### config.mk
export PLATFORM = sky130hd
export DESIGN_NAME = ddo_ctrl
export DESIGN_NICKNAME = d
export VERILOG_FILES = /design/src/ddo_pkg.sv /design/src/ddo_ctrl.sv
export SDC_FILE = /design/constraint.sdc
export NUM_CORES = 1
export LEC_CHECK = 0
export ABC_AREA = 1
export ABC_CLOCK_PERIOD_IN_PS = 1600
export BUFFER_PORTS_ARGS = -buffer_cell sky130_fd_sc_hd__buf_2
export CORE_AREA = 2 2 39 41
export CTS_BUF_LIST = sky130_fd_sc_hd__clkbuf_16
export CTS_CLUSTER_DIAMETER = 200
export DETAILED_ROUTE_END_ITERATION = 16
export DIE_AREA = 0 0 41 43
export PLACE_DENSITY = 0.67
export SETUP_SLACK_MARGIN = 0.1
export SYNTH_ARGS = -nofsm -noshare
export SYNTH_HDL_FRONTEND = slang
export SYNTH_SLANG_ARGS = --single-unit
export TNS_END_PERCENT = 10
### constraint.sdc
create_clock -name clk_i -period 1.6 [get_ports clk_i]
set_clock_uncertainty 0.15 [all_clocks]
set_input_delay 0.32 -clock clk_i [delete_from_list [all_inputs] [get_ports clk_i]]
set_output_delay 0.32 -clock clk_i [all_outputs]
set_load 0.02 [all_outputs]
### src/ddo_pkg.sv
package ddo_pkg;

  localparam int FracBits = 16;

  localparam logic [1:0] KindLeft  = 2'd0;
  localparam logic [1:0] KindRight = 2'd1;
  localparam logic [1:0] KindTick  = 2'd2;

  localparam logic [1:0] CfgRadius = 2'd0;
  localparam logic [1:0] CfgTicks  = 2'd1;
  localparam logic [1:0] CfgSep    = 2'd2;

  localparam logic [15:0] RadiusReset = 16'd50000;
  localparam logic [15:0] TicksReset  = 16'd360;
  localparam logic [23:0] SepReset    = 24'd300000;

  localparam logic [63:0] TwoPiQ32  = 64'd26986075409;
  localparam logic [63:0] InvPiQ32  = 64'd1367130551;
  localparam logic [63:0] Micro     = 64'd1000000;
  localparam logic [63:0] MicroSq   = 64'd1000000000000;
  localparam logic [33:0] CordicX0  = 34'd652032874;

  typedef enum logic [3:0] {
    PhLMul  = 4'd0,
    PhLDiv  = 4'd1,
    PhRMul  = 4'd2,
    PhRDiv  = 4'd3,
    PhComb  = 4'd4,
    PhSMul  = 4'd5,
    PhSDiv  = 4'd6,
    PhCord1 = 4'd7,
    PhPosX  = 4'd8,
    PhPosY  = 4'd9,
    PhCord2 = 4'd10,
    PhVMul  = 4'd11,
    PhVDiv  = 4'd12,
    PhAMul  = 4'd13,
    PhADiv  = 4'd14,
    PhOut   = 4'd15
  } phase_e;

  typedef struct packed {
    phase_e phase;
    logic   accept;
    logic   go;
    logic   take;
  } cmd_t;

  typedef struct packed {
    logic tick;
    logic idle;
    logic out_free;
  } status_t;

  function automatic logic [31:0] atan_at(input logic [4:0] idx);
    logic [31:0] v;
    case (idx)
      5'd0:  v = 32'd536870912;
      5'd1:  v = 32'd316933405;
      5'd2:  v = 32'd167458907;
      5'd3:  v = 32'd85004756;
      5'd4:  v = 32'd42667331;
      5'd5:  v = 32'd21354465;
      5'd6:  v = 32'd10679838;
      5'd7:  v = 32'd5340245;
      5'd8:  v = 32'd2670163;
      5'd9:  v = 32'd1335086;
      5'd10: v = 32'd667544;
      5'd11: v = 32'd333772;
      5'd12: v = 32'd166886;
      5'd13: v = 32'd83443;
      5'd14: v = 32'd41721;
      5'd15: v = 32'd20860;
      5'd16: v = 32'd10430;
      5'd17: v = 32'd5215;
      5'd18: v = 32'd2607;
      5'd19: v = 32'd1303;
      5'd20: v = 32'd651;
      5'd21: v = 32'd325;
      5'd22: v = 32'd162;
      5'd23: v = 32'd81;
      5'd24: v = 32'd40;
      5'd25: v = 32'd20;
      5'd26: v = 32'd10;
      5'd27: v = 32'd5;
      5'd28: v = 32'd2;
      5'd29: v = 32'd1;
      default: v = 32'd0;
    endcase
    return v;
  endfunction

endpackage

### src/ddo_ctrl.sv
module ddo_ctrl (
  input  logic             clk_i,
  input  logic             rst_ni,
  input  logic             in_valid_i,
  output logic             in_ready_o,
  input  ddo_pkg::status_t status_i,
  output ddo_pkg::cmd_t    cmd_o
);

  typedef enum logic [2:0] {
    StIdle = 3'b001,
    StGo   = 3'b010,
    StWait = 3'b100
  } state_e;

  state_e          state_q, state_d;
  ddo_pkg::phase_e phase_q, phase_d;

  always_comb begin
    state_d      = state_q;
    phase_d      = phase_q;
    cmd_o.phase  = phase_q;
    cmd_o.accept = 1'b0;
    cmd_o.go     = 1'b0;
    cmd_o.take   = 1'b0;
    in_ready_o   = 1'b0;
    unique case (state_q)
      StIdle: begin
        in_ready_o   = 1'b1;
        cmd_o.accept = in_valid_i;
        if (in_valid_i && status_i.tick) begin
          phase_d = ddo_pkg::PhLMul;
          state_d = StGo;
        end
      end
      StGo: begin
        // the last phase waits for the output word to be free
        if (phase_q != ddo_pkg::PhOut || status_i.out_free) begin
          cmd_o.go = 1'b1;
          state_d  = StWait;
        end
      end
      StWait: begin
        if (status_i.idle) begin
          cmd_o.take = 1'b1;
          if (phase_q == ddo_pkg::PhOut) begin
            state_d = StIdle;
          end else begin
            phase_d = ddo_pkg::phase_e'(phase_q + 4'd1);
            state_d = StGo;
          end
        end
      end
      default: state_d = StIdle;
    endcase
  end

  always_ff @(posedge clk_i or negedge rst_ni) begin
    if (!rst_ni) begin
      state_q <= StIdle;
      phase_q <= ddo_pkg::PhLMul;
    end else begin
      state_q <= state_d;
      phase_q <= phase_d;
    end
  end

endmodule

==> results.md <==
- Synth area leaders: dfrtp_1, nand2_1, nand3_1, inv_1, nor2_1
- Starting Density: 0.3183
- H-tree depth: 1
- DP Area: 543.0 um^2
- Post-Syn Area: 440.4 um^2
- Final Core Density: 0.5443
- TritonCTS clock tree: built
- CP Class: register to output port
- Layout area overhead: 71.02%
- DR vias/cell: 4.727
- RD Place Congestion: 0.7390
- Clock root cell: clkbuf_16
- Crit-path max FO: 3
- Peak VDD IR: 681.9 uV
- Status: finished with violations
- Final setup margin: -0.05468 ns
- Arr. time, crit path: 1.18 ns
- Least-Margin Pin Slew: 0.2298 ns
- Slowest-stage cell, CP: dfstp_2
- Period utilisation layout: 1.034
- R2r startpoint: phase_q[0]
- Worst hold stages: 4
- Leak Pwr: 0.4167 nW
- Pre-antenna DRT Iters: 4
- Synthesized instance count: 65
- Syn_nets: 72
- R2r endpoint: state_q[0]
- Max-Slew Margin vs Limit: 0.8468
- RSZ-0062 raised after global routing: yes
- Synth Area per Inst: 6.776 um^2
- Ant diodes: 0
- R2r setup slk: 0.09 ns
- GRT overflow: 0
- TritonCTS buffer count: 3
- Power density cells: 1822 nW/um^2
- Final wirelength: 1.323 mm
- Final instance area: 753.2 um^2
- CTS sink cnt: 7
- Pre-CTS setup slack: 0.07272 ns
- Synth top area share: 0.3409
- DR DRC count: 0
- Worst-path cell chain: buf_6 -> nor2_4 -> nand2_2 -> nor2_1 -> buf_4
- Vias: 520
- Worst Reg2Reg Path Length in Cells: 9
- Final nets: 102
- Antenna violations before repair: 0
- First-pass GRT wire length: 2.111 mm
- Row cnt: 14
- Gr usage total: 0.1856
- Die Y: 43 um
- Slowest Stage Delay on Critical Path: 0.54 ns
- Final Hold Viols: 0
- Failing checks: setup timing
- Largest net degree at the start of global routing: 8
- Initial DRC count: 9
- Register area share after synthesis: 0.4006
- Worst endpoint required time: 1.13 ns
- Minimum clock period: 1.655 ns
- Flops & latches, synth: 7
- Setup crit end kind: output port
- WL/cell: 12.03 um
- Worst setup SP type: register
- Number of port buffers: 13
- Die W: 41 um
- Worst hold path class: input port to register
- Synth area leader: dfrtp_1
- Final Max Tran Viols: 0
- Total of warnings raised by yosys: 0
- Fmax: 0.6043 GHz
- Clock transition at path regs: 0.04 ns
- Setup crit start: state_q[0]
- Layout cells sized above 1: 0.4681
- Commonest non-fill, non-tap cell in the layout: nand2_1
- Placed insts: 96
- Clk_lat worst skew: 0.23 ns
- Final std cells w/o fill: 110
- Final Setup Violations: 3
- Hold EP: state_q[0]
- Die Area: 1763 um^2
- Worst min-delay path startpoint: status_i[2]
- Core box area: 1384 um^2
- Vias in the first global route: 510
- Clk buf depth: 2
- Antenna Violating Nets Remaining: 0
- Detail Placement HPWL: 794.9 um
- Post-synthesis cell type count: 14
- Max-cap violations: 0
- IO Pins: 14
- Commonest non-fill, non-tap cells in the layout: nand2_1, buf_4, inv_1, nand3_1, buf_2
[area by class of cell]
class                           instances  area [um^2]
Fill cell                             131        630.6
Multi-Input combinational cell         47        255.2
Sequential cell                         7        178.9
Timing Repair Buffer                   25        178.9
Clock buffer                            3        75.07
Inverter                               11        41.29
Tap cell                               16        20.02
Clock inverter                          1        3.754
[worst max-delay path, delay by kind of cell, from the launching register on]
kind                   cells  cell delay, ns
and+or+nand+nor            3            0.16
buffers and inverters      2            0.26
DFF                        1            0.54
[stage by stage]
stage	total power, mW	TNS, ns	hold WS, ns
after floorplan	0.6331	0	-0.1256
after global placement	0.7659	0	0.01148
after detailed placement	0.7732	0	0.01191
after CTS	1.343	-0.05712	0.2111
after global routing	1.463	-0.2990	0.2738
final	1.372	-0.1104	0.2393
[Yosys cell counts]
cell	n
dfstp_2	1
ha_1	1
nand2_2	1
dfrtp_1	6
nand2_1	19
nand2_4	1
nor2_2	2
nand3_1	9
nand4_1	2
nor2_1	10
o21ai_0	1
xnor2_1	1
inv_1	10
inv_2	1
[worst max-delay path by stage]
stage               slack, ns  depth (start not counted)  endpoint
floorplan                0.12                          4  cmd_o[1]
global placement         0.10                          5  cmd_o[1]
detailed placement       0.07                          5  cmd_o[1]
CTS                     -0.03                          5  cmd_o[0]
global route            -0.10                          7  cmd_o[1]
finish                  -0.05                          5  cmd_o[0]
[sequential cells by signal (all words and copies together) (netlist names)]
signal,flops
state_q,3
phase_q,4
[timing repair]
| item | 4_1_cts | 5_1_grt |
|---|---|---|
| pin swaps | 3 | 2 |
| hold buffers | 1 | 0 |
| endpoints found under the setup margin | 4 | 10 |
| setup buffers | 9 | 0 |
| hold endpoints to repair | 7 | 0 |
| resized for setup | 13 | 4 |
[cell families (layout without fill, tap and decap cells)]
| group | count (synthesis) | count (layout) | share of synthesized area |
|---|---|---|---|
| and+or+nand+nor | 44 | 44 | 0.4460 |
| buffers and inverters | 11 | 40 | 0.09375 |
| DFF | 7 | 7 | 0.4006 |
| adders and majority gates | 1 | 1 | 0.02840 |
| AOI/OAI and AO/OA | 1 | 1 | 0.01135 |
| xor gates and xnor gates | 1 | 1 | 0.01989 |
[per-layer routing]
layer,part of all wire,track usage,vias to the layer above
met5,0,0,-
met4,0.022,0.1000,0
met3,0.047,0.04712,5
met2,0.56,0.3063,15
met1,0.37,0.2027,243
li1,-,-,257
[report_power, final]
group,switching (mW),internal (mW),total [mW]
clock,0.0978,0.325,0.423
sequential,0.0551,0.237,0.292
combinational,0.391,0.266,0.657
total,0.544,0.829,1.37
Power figures use the tool's default switching activity.
